==> config.mk <==
export PLATFORM = sky130hd
export DESIGN_NAME = chroma_mcu_downsampler
export DESIGN_NICKNAME = d
export VERILOG_FILES = /design/src/sv/cmds_pkg.sv /design/src/sv/chroma_mcu_downsampler.sv /design/src/sv/cmds_ctrl.sv /design/src/sv/cmds_datapath.sv
export SDC_FILE = /design/constraint.sdc
export NUM_CORES = 2
export LEC_CHECK = 0
export ABC_AREA = 0
export BUFFER_PORTS_ARGS = -buffer_cell sky130_fd_sc_hd__clkbuf_2
export CAP_MARGIN = 20
export CORE_ASPECT_RATIO = 1.75
export CORE_MARGIN = 3
export CORE_UTILIZATION = 42
export CTS_CLUSTER_DIAMETER = 200
export DETAILED_ROUTE_END_ITERATION = 10
export PLACE_DENSITY = 0.61
export SYNTH_ARGS = -nofsm -noshare
export SYNTH_HDL_FRONTEND = slang
export SYNTH_SLANG_ARGS = --single-unit
==> constraint.sdc <==
create_clock -name clk -period 4.4 [get_ports clk]
set_clock_uncertainty 0.15 [all_clocks]
set_input_delay 0.22 -clock clk [delete_from_list [all_inputs] [get_ports clk]]
set_output_delay 0.22 -clock clk [all_outputs]
set_load 0.01 [all_outputs]
==> src/sv/cmds_pkg.sv <==
// shared types and codes of the chroma mcu downsampler
package cmds_pkg;

	// operation picked from the input and output block counts
	typedef enum logic [1:0] {
		MODE_COPY  = 2'd0,
		MODE_H2    = 2'd1,
		MODE_HV2   = 2'd2,
		MODE_UNSUP = 2'd3
	} mode_t;

	// configuration register indexes
	localparam logic [1:0] CFG_IN_H  = 2'd0;
	localparam logic [1:0] CFG_IN_V  = 2'd1;
	localparam logic [1:0] CFG_OUT_H = 2'd2;
	localparam logic [1:0] CFG_OUT_V = 2'd3;

	// eight 8-bit samples, lane 0 is the leftmost
	typedef logic [7:0][7:0] pix_row_t;

	// one read step issued by the controller
	typedef struct packed {
		logic        valid;
		logic        unsup;
		logic        last_word;
		logic        final_row;
		mode_t       mode;
		logic [1:0]  word;
		logic [1:0]  blk_x;
		logic [1:0]  blk_y;
		logic [2:0]  row;
		logic [1:0]  in_h;
		logic [1:0]  block_number;
	} rd_cmd_t;

endpackage

==> src/sv/chroma_mcu_downsampler.sv <==
// top level of the chroma mcu downsampler: ports, controller and datapath
// the load transaction that completes the plane sets busy, and the
//   first result then passes through the store read register and the result register
// results then come at one row per cycle (reorder), or one row per two or four store reads
//   (4:2:2, 4:2:0), set by the single read port of the segment store (one 64-bit word a cycle)
// busy drops in the cycle that carries the last result; the receiver cannot stall
// reset (arst_n low) clears the load counter and the sequencer and loads the block counts
//   2, 2, 1, 1; the segment store is not cleared
module chroma_mcu_downsampler #(
	parameter int MAX_BLOCKS_H = 2,
	parameter int MAX_BLOCKS_V = 2
) (
	input  logic       clk,
	input  logic       arst_n,
	// input transactions
	input  logic       start,
	output logic       busy,
	input  logic [7:0] pixel_0,
	input  logic [7:0] pixel_1,
	input  logic [7:0] pixel_2,
	input  logic [7:0] pixel_3,
	input  logic [7:0] pixel_4,
	input  logic [7:0] pixel_5,
	input  logic [7:0] pixel_6,
	input  logic [7:0] pixel_7,
	// configuration writes
	input  logic       cfg_we,
	input  logic [1:0] cfg_index,
	input  logic [1:0] cfg_data,
	// result transactions
	output logic       result_strobe,
	output logic [7:0] out_pixel_0,
	output logic [7:0] out_pixel_1,
	output logic [7:0] out_pixel_2,
	output logic [7:0] out_pixel_3,
	output logic [7:0] out_pixel_4,
	output logic [7:0] out_pixel_5,
	output logic [7:0] out_pixel_6,
	output logic [7:0] out_pixel_7,
	output logic [1:0] block_number,
	output logic [2:0] row_in_block,
	output logic       final_row,
	output logic       unsupported
);
	import cmds_pkg::*;

	// one store word per 8-sample row segment
	localparam int SEG_DEPTH = MAX_BLOCKS_H * MAX_BLOCKS_V * 8;
	localparam int SEG_W     = $clog2(SEG_DEPTH);

	logic             wr_en;
	logic [SEG_W-1:0] wr_addr;
	pix_row_t         wr_data;
	rd_cmd_t          cmd;
	pix_row_t         out_row;

	// lane 0 holds the leftmost raster sample
	assign wr_data[0] = pixel_0;
	assign wr_data[1] = pixel_1;
	assign wr_data[2] = pixel_2;
	assign wr_data[3] = pixel_3;
	assign wr_data[4] = pixel_4;
	assign wr_data[5] = pixel_5;
	assign wr_data[6] = pixel_6;
	assign wr_data[7] = pixel_7;

	// controller: counts segments in, then walks the output blocks row by row,
	// issuing one store read per cycle (1, 2 or 4 reads per output row)
	cmds_ctrl #(
		.MAX_BLOCKS_H (MAX_BLOCKS_H),
		.MAX_BLOCKS_V (MAX_BLOCKS_V)
	) u_ctrl (
		.clk       (clk),
		.arst_n    (arst_n),
		.start     (start),
		.busy      (busy),
		.cfg_we    (cfg_we),
		.cfg_index (cfg_index),
		.cfg_data  (cfg_data),
		.wr_en     (wr_en),
		.wr_addr   (wr_addr),
		.cmd       (cmd)
	);

	// datapath: store, pair averages, row assembly and the result register
	cmds_datapath #(
		.SEG_DEPTH (SEG_DEPTH)
	) u_datapath (
		.clk           (clk),
		.arst_n        (arst_n),
		.wr_en         (wr_en),
		.wr_addr       (wr_addr),
		.wr_data       (wr_data),
		.cmd           (cmd),
		.out_row       (out_row),
		.block_number  (block_number),
		.row_in_block  (row_in_block),
		.final_row     (final_row),
		.unsupported   (unsupported),
		.result_strobe (result_strobe)
	);

	assign out_pixel_0 = out_row[0];
	assign out_pixel_1 = out_row[1];
	assign out_pixel_2 = out_row[2];
	assign out_pixel_3 = out_row[3];
	assign out_pixel_4 = out_row[4];
	assign out_pixel_5 = out_row[5];
	assign out_pixel_6 = out_row[6];
	assign out_pixel_7 = out_row[7];

endmodule

==> src/sv/cmds_ctrl.sv <==
// controller: configuration registers, load counter and emit sequencer
module cmds_ctrl #(
	parameter int MAX_BLOCKS_H = 2,
	parameter int MAX_BLOCKS_V = 2,
	localparam int SEG_DEPTH = MAX_BLOCKS_H * MAX_BLOCKS_V * 8,
	localparam int SEG_W = $clog2(SEG_DEPTH)
) (
	input  logic               clk,
	input  logic               arst_n,
	input  logic               start,
	output logic               busy,
	input  logic               cfg_we,
	input  logic [1:0]         cfg_index,
	input  logic [1:0]         cfg_data,
	output logic               wr_en,
	output logic [SEG_W-1:0]   wr_addr,
	output cmds_pkg::rd_cmd_t  cmd
);
	import cmds_pkg::*;

	localparam int CNT_W = $clog2(SEG_DEPTH + 1);

	typedef enum logic [2:0] {
		ST_LOAD  = 3'b001,
		ST_EMIT  = 3'b010,
		ST_DRAIN = 3'b100
	} state_t;

	state_t           state_q;
	logic [1:0]       in_h_q, in_v_q, out_h_q, out_v_q;
	logic [SEG_W-1:0] seg_q;
	mode_t            mode_q;
	logic [1:0]       w_q;
	logic [2:0]       i_q;
	logic [1:0]       bx_q, by_q;

	logic [2:0]       bh_c, bv_c;
	logic [5:0]       blk_prod_c;
	logic [CNT_W-1:0] total_c, seg_inc_c;
	logic             in_ok_c;
	mode_t            mode_c;
	logic [1:0]       w_last_c;
	logic             word_end_c, row_end_c, bx_end_c, by_end_c, plane_end_c;

	// load length uses the clamped counts
	always_comb begin
		if (in_h_q == 2'd0) begin
			bh_c = 3'd1;
		end else if (int'(in_h_q) > MAX_BLOCKS_H) begin
			bh_c = 3'(MAX_BLOCKS_H);
		end else begin
			bh_c = 3'(in_h_q);
		end
		if (in_v_q == 2'd0) begin
			bv_c = 3'd1;
		end else if (int'(in_v_q) > MAX_BLOCKS_V) begin
			bv_c = 3'(MAX_BLOCKS_V);
		end else begin
			bv_c = 3'(in_v_q);
		end
	end

	assign blk_prod_c = {3'b000, bh_c} * {3'b000, bv_c};
	assign total_c    = CNT_W'({blk_prod_c, 3'b000});
	assign seg_inc_c  = CNT_W'(seg_q) + CNT_W'(1);

	// mode decode on the raw register values
	always_comb begin
		in_ok_c = (in_h_q != 2'd0) && (int'(in_h_q) <= MAX_BLOCKS_H) &&
			(in_v_q != 2'd0) && (int'(in_v_q) <= MAX_BLOCKS_V);
		mode_c = MODE_UNSUP;
		if (in_ok_c) begin
			if (in_h_q == out_h_q && in_v_q == out_v_q) begin
				mode_c = MODE_COPY;
			end else if ({1'b0, in_h_q} == {out_h_q, 1'b0} && in_v_q == out_v_q) begin
				mode_c = MODE_H2;
			end else if ({1'b0, in_h_q} == {out_h_q, 1'b0} &&
					{1'b0, in_v_q} == {out_v_q, 1'b0}) begin
				mode_c = MODE_HV2;
			end
		end
	end

	always_comb begin
		case (mode_q)
			MODE_COPY: w_last_c = 2'd0;
			MODE_H2:   w_last_c = 2'd1;
			MODE_HV2:  w_last_c = 2'd3;
			default:   w_last_c = 2'd0;
		endcase
	end

	assign word_end_c  = (w_q == w_last_c);
	assign row_end_c   = (i_q == 3'd7);
	assign bx_end_c    = (bx_q == 2'(out_h_q - 2'd1));
	assign by_end_c    = (by_q == 2'(out_v_q - 2'd1));
	assign plane_end_c = (mode_q == MODE_UNSUP) ||
		(word_end_c && row_end_c && bx_end_c && by_end_c);

	assign busy    = (state_q != ST_LOAD);
	assign wr_en   = start && (state_q == ST_LOAD);
	assign wr_addr = seg_q;

	always_comb begin
		cmd              = '0;
		cmd.valid        = (state_q == ST_EMIT);
		cmd.unsup        = (mode_q == MODE_UNSUP);
		cmd.last_word    = word_end_c || (mode_q == MODE_UNSUP);
		cmd.final_row    = plane_end_c;
		cmd.mode         = mode_q;
		cmd.word         = w_q;
		cmd.blk_x        = bx_q;
		cmd.blk_y        = by_q;
		cmd.row          = i_q;
		cmd.in_h         = in_h_q;
		cmd.block_number = 2'(by_q * out_h_q + bx_q);
	end

	always_ff @(posedge clk or negedge arst_n) begin
		if (!arst_n) begin
			in_h_q  <= 2'd2;
			in_v_q  <= 2'd2;
			out_h_q <= 2'd1;
			out_v_q <= 2'd1;
		end else if (cfg_we) begin
			case (cfg_index)
				CFG_IN_H:  in_h_q  <= cfg_data;
				CFG_IN_V:  in_v_q  <= cfg_data;
				CFG_OUT_H: out_h_q <= cfg_data;
				CFG_OUT_V: out_v_q <= cfg_data;
				default: ;
			endcase
		end
	end

	always_ff @(posedge clk or negedge arst_n) begin
		if (!arst_n) begin
			state_q <= ST_LOAD;
			seg_q   <= '0;
			mode_q  <= MODE_COPY;
			w_q     <= '0;
			i_q     <= '0;
			bx_q    <= '0;
			by_q    <= '0;
		end else begin
			case (state_q)
				ST_LOAD: begin
					if (start) begin
						if (seg_inc_c >= total_c) begin
							seg_q   <= '0;
							mode_q  <= mode_c;
							state_q <= ST_EMIT;
						end else begin
							seg_q <= SEG_W'(seg_inc_c);
						end
					end
				end
				ST_EMIT: begin
					if (plane_end_c) begin
						w_q     <= '0;
						i_q     <= '0;
						bx_q    <= '0;
						by_q    <= '0;
						state_q <= ST_DRAIN;
					end else if (!word_end_c) begin
						w_q <= w_q + 2'd1;
					end else begin
						w_q <= '0;
						if (!row_end_c) begin
							i_q <= i_q + 3'd1;
						end else begin
							i_q <= '0;
							if (!bx_end_c) begin
								bx_q <= bx_q + 2'd1;
							end else begin
								bx_q <= '0;
								by_q <= by_q + 2'd1;
							end
						end
					end
				end
				ST_DRAIN: begin
					state_q <= ST_LOAD;
				end
				default: begin
					state_q <= ST_LOAD;
				end
			endcase
		end
	end

	a_read_only_busy: assert property (@(posedge clk) disable iff (!arst_n)
		cmd.valid |-> busy) else $error("read step issued while not busy");
	a_drain_one: assert property (@(posedge clk) disable iff (!arst_n)
		state_q == ST_DRAIN |=> state_q == ST_LOAD) else $error("drain longer than a cycle");
	a_final_last: assert property (@(posedge clk) disable iff (!arst_n)
		cmd.valid && cmd.final_row |-> cmd.last_word) else $error("final row not on last word");
	a_seg_range: assert property (@(posedge clk) disable iff (!arst_n)
		wr_en |-> int'(seg_q) < SEG_DEPTH) else $error("segment counter out of range");

endmodule

==> src/sv/cmds_datapath.sv <==
// datapath: segment store, pair averaging and result registers
module cmds_datapath #(
	parameter int SEG_DEPTH = 32,
	localparam int SEG_W = $clog2(SEG_DEPTH)
) (
	input  logic               clk,
	input  logic               arst_n,
	input  logic               wr_en,
	input  logic [SEG_W-1:0]   wr_addr,
	input  cmds_pkg::pix_row_t wr_data,
	input  cmds_pkg::rd_cmd_t  cmd,
	output cmds_pkg::pix_row_t out_row,
	output logic [1:0]         block_number,
	output logic [2:0]         row_in_block,
	output logic               final_row,
	output logic               unsupported,
	output logic               result_strobe
);
	import cmds_pkg::*;

	pix_row_t mem [SEG_DEPTH];

	logic [5:0]       rast_row_c;
	logic [2:0]       word_col_c;
	logic [8:0]       addr_full_c;
	logic [SEG_W-1:0] rd_addr_c;

	pix_row_t   rdata_s1;
	rd_cmd_t    cmd_s1;
	logic       vld_s1;

	pix_row_t   acc_q, top_q, acc_d, top_d;
	logic [3:0][7:0] pair_avg_c;

	pix_row_t   out_q;
	logic [1:0] bn_q;
	logic [2:0] row_q;
	logic       final_q, unsup_q, strobe_q;

	// raster row and word column of this read step
	always_comb begin
		if (cmd.mode == MODE_HV2) begin
			rast_row_c = 6'({cmd.blk_y, 4'b0000}) + 6'({cmd.row, 1'b0}) + 6'(cmd.word[1]);
		end else begin
			rast_row_c = 6'({cmd.blk_y, 3'b000}) + 6'(cmd.row);
		end
		if (cmd.mode == MODE_COPY) begin
			word_col_c = 3'(cmd.blk_x);
		end else begin
			word_col_c = 3'({cmd.blk_x, 1'b0}) + 3'(cmd.word[0]);
		end
	end

	assign addr_full_c = 9'(rast_row_c) * 9'(cmd.in_h) + 9'(word_col_c);
	assign rd_addr_c   = addr_full_c[SEG_W-1:0];

	always_ff @(posedge clk) begin
		if (wr_en) begin
			mem[wr_addr] <= wr_data;
		end
		if (cmd.valid && !cmd.unsup) begin
			rdata_s1 <= mem[rd_addr_c];
		end
		cmd_s1 <= cmd;
	end

	always_comb begin
		for (int k = 0; k < 4; k++) begin
			pair_avg_c[k] = 8'(({1'b0, rdata_s1[2*k]} + {1'b0, rdata_s1[2*k+1]}) >> 1);
		end
	end

	// fold the returned word into the row being built
	always_comb begin
		logic [2:0] lane;
		lane  = 3'd0;
		acc_d = acc_q;
		top_d = top_q;
		case (cmd_s1.mode)
			MODE_COPY: begin
				acc_d = rdata_s1;
			end
			MODE_H2: begin
				for (int k = 0; k < 4; k++) begin
					lane = {cmd_s1.word[0], 2'(k)};
					acc_d[lane] = pair_avg_c[k];
				end
			end
			MODE_HV2: begin
				for (int k = 0; k < 4; k++) begin
					lane = {cmd_s1.word[0], 2'(k)};
					if (!cmd_s1.word[1]) begin
						top_d[lane] = pair_avg_c[k];
					end else begin
						acc_d[lane] = 8'(({1'b0, top_q[lane]} + {1'b0, pair_avg_c[k]}) >> 1);
					end
				end
			end
			default: ;
		endcase
	end

	always_ff @(posedge clk) begin
		if (vld_s1) begin
			acc_q <= acc_d;
			top_q <= top_d;
		end
		if (vld_s1 && cmd_s1.last_word) begin
			out_q   <= cmd_s1.unsup ? '0 : acc_d;
			bn_q    <= cmd_s1.unsup ? 2'd0 : cmd_s1.block_number;
			row_q   <= cmd_s1.unsup ? 3'd0 : cmd_s1.row;
			final_q <= cmd_s1.final_row;
			unsup_q <= cmd_s1.unsup;
		end
	end

	always_ff @(posedge clk or negedge arst_n) begin
		if (!arst_n) begin
			vld_s1   <= 1'b0;
			strobe_q <= 1'b0;
		end else begin
			vld_s1   <= cmd.valid;
			strobe_q <= vld_s1 && cmd_s1.last_word;
		end
	end

	assign out_row       = out_q;
	assign block_number  = bn_q;
	assign row_in_block  = row_q;
	assign final_row     = final_q;
	assign unsupported   = unsup_q;
	assign result_strobe = strobe_q;

	a_unsup_shape: assert property (@(posedge clk) disable iff (!arst_n)
		result_strobe && unsupported |-> final_row && block_number == 2'd0 &&
		row_in_block == 3'd0 && out_row == '0) else $error("bad unsupported result");
	a_final_out: assert property (@(posedge clk) disable iff (!arst_n)
		vld_s1 && cmd_s1.final_row |=> result_strobe && final_row)
		else $error("final row not delivered");
	a_top_no_result: assert property (@(posedge clk) disable iff (!arst_n)
		vld_s1 && cmd_s1.mode == MODE_HV2 && !cmd_s1.word[1] |=> !result_strobe)
		else $error("result from a top-row word");

endmodule
==> impl_metrics.csv <==
group,metric,value,unit
synth,syn_avg_cell_area,21.1,µm²
setup_path,rr_worst_depth,16,
setup_path,reg2reg_to,"u_datapath.rdata_s1[61]",
pwr,clkPwrFrac,0.247,
route,via_per_inst,5.89,
synth,ys_seq_area_frac,0.741,
sta,period_needed,4.43,ns
final_layout,nets,5177,
worst_hold_path,hold_path_end,"u_ctrl.out_v_q[1]",
route,detail-route-antenna-nets,0,
setup_path,slowest_stage,"mux4_2",
sta,setup_viol,2,
final_layout,area_growth,15.5,%
pwr,pwr-share-seq,0.369,
sta,worstMarginPinSlew,1.10,ns
placed_design,dp_hpwl,158000,µm
worst_hold_path,holdPathStages,3,
worst_hold_path,hold_path.class,"input pin to register",
synth,ys_types,88,
status,failed_checks,"negative setup slack",
final_layout,layout_common_cells,"2311 x edfxtp_1, 559 x mux4_2, 216 x buf_4",
sta,worst_slack,-0.0264,ns
pwr,power_switching,22.1,mW
synth,synth_edf_count,2311,
pwr,power,72.1,mW
final_layout,final_common_cell,"edfxtp_1",
sta,min_period_over_period,1.01,
synth,syn_nets,4654,
synth,synthArstFlopShare,0.0123,
worst_hold_path,hp-start,"cfg_data[1]",
setup_path,worstSetupStartpointType,"register",
route,drc,0,
pwr,power.internal,50.0,mW
cts,cts_tree,"built",
status,status,"complete, but fails checks",
cts,clk_pin_slew_worst_paths,0.07,ns
route,wire_per_inst,31.6,µm
cts,ctsHtreeMaxLevel,4,
route,drt_iter0_markers,4768,
final_layout,drive_gt1_frac,0.293,
pwr,max-vdd-ir-drop,0.487,mV
setup_path,path_cells,"inv_2 -> ha_4 -> mux2_4 -> and2_4 -> fa_1 -> ha_1 -> a21o_1 -> a21oi_2 -> xnor2_2 -> xor2_4 -> buf_12 -> buf_16 -> buf_12 -> buf_16 -> mux4_2 -> mux2_4",
setup_path,r2r_setup_slack,-0.03,ns
setup_path,cp_max_fo,7,
cts,cts_sinks,2352,
floorplanning,io_pins,145,
floorplanning,initial_utilization,0.423,
sta,finalHoldViolCount,0,
cts,clk_latency,0.89,ns
synth,netlist_area,0.0950,mm²
pwr,switching_share,0.307,
floorplanning,die-height,635,µm
global_route,grt.overflow.total,0,
sta,maxSlewHeadroom,0.268,
global_route,grt_usage,0.223,
setup_path,cp-end-kind,"register",
pwr,power_frac_comb,0.384,
synth,syn_inst,4495,
sta,rsz0062_at_grt,"true",
synth,yosysWarningCount,0,
synth,ys_ff_latch,2352,
route,dr_total_vias,48300,
floorplanning,die_area,0.232,mm²
setup_path,crit_type,"register to register",
cts,cts-root-buf,"clkbuf_16",
setup_path,rr_startpoint,"u_ctrl.mode_q[0]",
setup_path,slowest_delay,0.54,ns
setup_path,worstPathArrival,4.84,ns
floorplanning,rows,230,
global_route,grt_pass1_vias,49000,
sta,fmax,226,MHz
global_route,antenna_found_initial,21,
global_route,grt_pass1_wl,368000,µm
sta,maxSlewViolCount,0,
route,dr.pass1.iters,6,
pwr,pwr_density_cell,657,mW/mm²
sta,whs,0.0997,ns
floorplanning,core-area,0.225,mm²
global_route,grt_max_degree,65,
cts,clockBufferDepth,4,
placed_design,port_buffers,144,
pwr,p_leak,35.1,nW
setup_path,required,4.82,ns
route,wirelength,259000,µm
floorplanning,die_x,366,µm
placed_design,place.gp.congestion,0.916,
flow_run,maxCapViolCount,0,
cts,numCtsBuffers,208,
synth,synth-main-ff-cell,"edfxtp_1",
routing by layer:
layer	part of all wire	vias up	track usage
li1	-	19900	-
met1	0.37	26000	0.274
met2	0.53	1895	0.398
met3	0.058	500	0.0298
met4	0.044	16	0.0845
met5	0.00040	-	0
final cells by class:
cell class / count / area (µm²)
diodes: 7 / 17.5
inverters: 57 / 214
fillers: 18000 / 115000
well taps: 3016 / 3770
flip-flops and latches: 2352 / 70400
repair buffers: 543 / 5310
clock buffers: 243 / 5380
clock inverters: 125 / 1120
multi-input cells: 1856 / 23500
metrics by stage:
stage / instance area [µm²] / worst slack, ns / setup TNS [ns] / std cells / util
after global placement: 102000 / -0.197 / -7.74 / 7720 / 0.454
final: 110000 / -0.0264 / -0.0277 / 8199 / 0.488
after floorplan: 95000 / -0.0768 / -119.65 / 4495 / -
after detailed placement: 102000 / -0.118 / -3.31 / 7720 / 0.454
after CTS: 110000 / -0.0614 / -0.635 / 8180 / 0.488
after global routing: 110000 / -0.162 / -2.42 / 8194 / 0.488
critical path, delay by kind of cell (launching register included):
| kind | cells | cell delay, ns |
|---|---|---|
| DFF | 1 | 0.40 |
| xor gates and xnor gates | 2 | 0.37 |
| AOI/OAI and AO/OA | 2 | 0.34 |
| buffers and inverters | 5 | 0.71 |
| muxes | 3 | 1.11 |
| adders and majority gates | 3 | 0.91 |
| and+or+nand+nor | 1 | 0.16 |
power by group through the flow:
stage | logic [mW] | clock network, mW | registers [mW]
5_1_grt | 29.3 | 19.0 | 26.6
3_5_place_dp | 27.5 | 0 | 27.1
4_1_cts | 27.8 | 18.2 | 26.6
6_report | 27.7 | 17.8 | 26.6
3_3_place_gp | 27.3 | 0 | 27.0
2_1_floorplan | 18.7 | 0 | 26.9
cells in the mapped netlist (6+ instances only):
cell type  number  area, µm²
a211oi_1       24        180
dfrtp_1        24        601
mux4_1        114       3000
clkbuf_8       11        151
buf_1           8       30.0
inv_1          57        214
ha_1           76        951
and2_1         17        106
mux2i_1        27        270
or2_2          10       62.6
mux4_2        526      11800
nand3b_1        8       60.1
nand3_1        36        180
buf_2          47        235
and3_1          7       43.8
nor2b_1        53        332
o21a_1         14        105
o21ai_0        89        445
xnor2_1        26        228
a21oi_1       129        646
a22o_1          7       61.3
a31oi_1        18        113
o31ai_1         6       45.0
nand4_1         6       37.5
buf_6          24        270
o211ai_1       21        158
edfxtp_1     2311      69400
mux2_2        101       1140
a22oi_1        12       90.1
a311oi_1        6       52.6
nor3_1         27        135
nand2_1       129        484
clkbuf_1      139        522
a21o_1         29        218
or3_1           9       56.3
nand2b_1       11       68.8
dfxtp_1        12        240
nor2_1        171        642
fa_1           11        220
xor2_1         31        272
how the worst max path moves through the flow:
stage / startpoint / end / slack (ns) / cells past startpoint
final: u_ctrl.mode_q[0] / u_datapath.rdata_s1[61] / -0.03 / 16
after global routing: u_ctrl.mode_q[0] / u_datapath.rdata_s1[61] / -0.16 / 17
after CTS: u_ctrl.mode_q[0] / u_datapath.rdata_s1[61] / -0.06 / 17
after floorplan: u_ctrl.state_q[2] / u_datapath.mem[23][0] / -0.08 / 5
after global placement: u_ctrl.mode_q[0] / u_datapath.rdata_s1[61] / -0.20 / 15
after detailed placement: u_ctrl.mode_q[0] / u_datapath.rdata_s1[28] / -0.12 / 14
flip-flops by register name, summed over array words and instances, names as in the netlist, 3 cells and up:
name and cells:
u_ctrl.i_q 3, u_ctrl.state_q 3, u_ctrl.wr_addr 5, u_datapath.acc_q 64, u_datapath.cmd_s1 12, u_datapath.mem 2048, u_datapath.out_row 64, u_datapath.rdata_s1 64
u_datapath.row_in_block 3, u_datapath.top_q 64
repair_timing:
item                                    4_1_cts  5_1_grt
endpoints found under the setup margin       56       66
hold endpoints to repair                   2084        0
setup buffers                                10       14
pin swaps                                     6        6
hold buffers                                 77        0
cloned                                        5        4
gates resized for setup                      23       48
cell families after synthesis:
| group | count (synthesis) | synth area share |
|---|---|---|
| fa+ha+maj | 87 | 0.0123 |
| compound gates | 430 | 0.0296 |
| xor+xnor | 58 | 0.00549 |
| mux | 769 | 0.171 |
| buf+inv | 287 | 0.0151 |
| simple gates | 512 | 0.0257 |
| flops | 2352 | 0.741 |
Power figures use the tool's default switching activity.
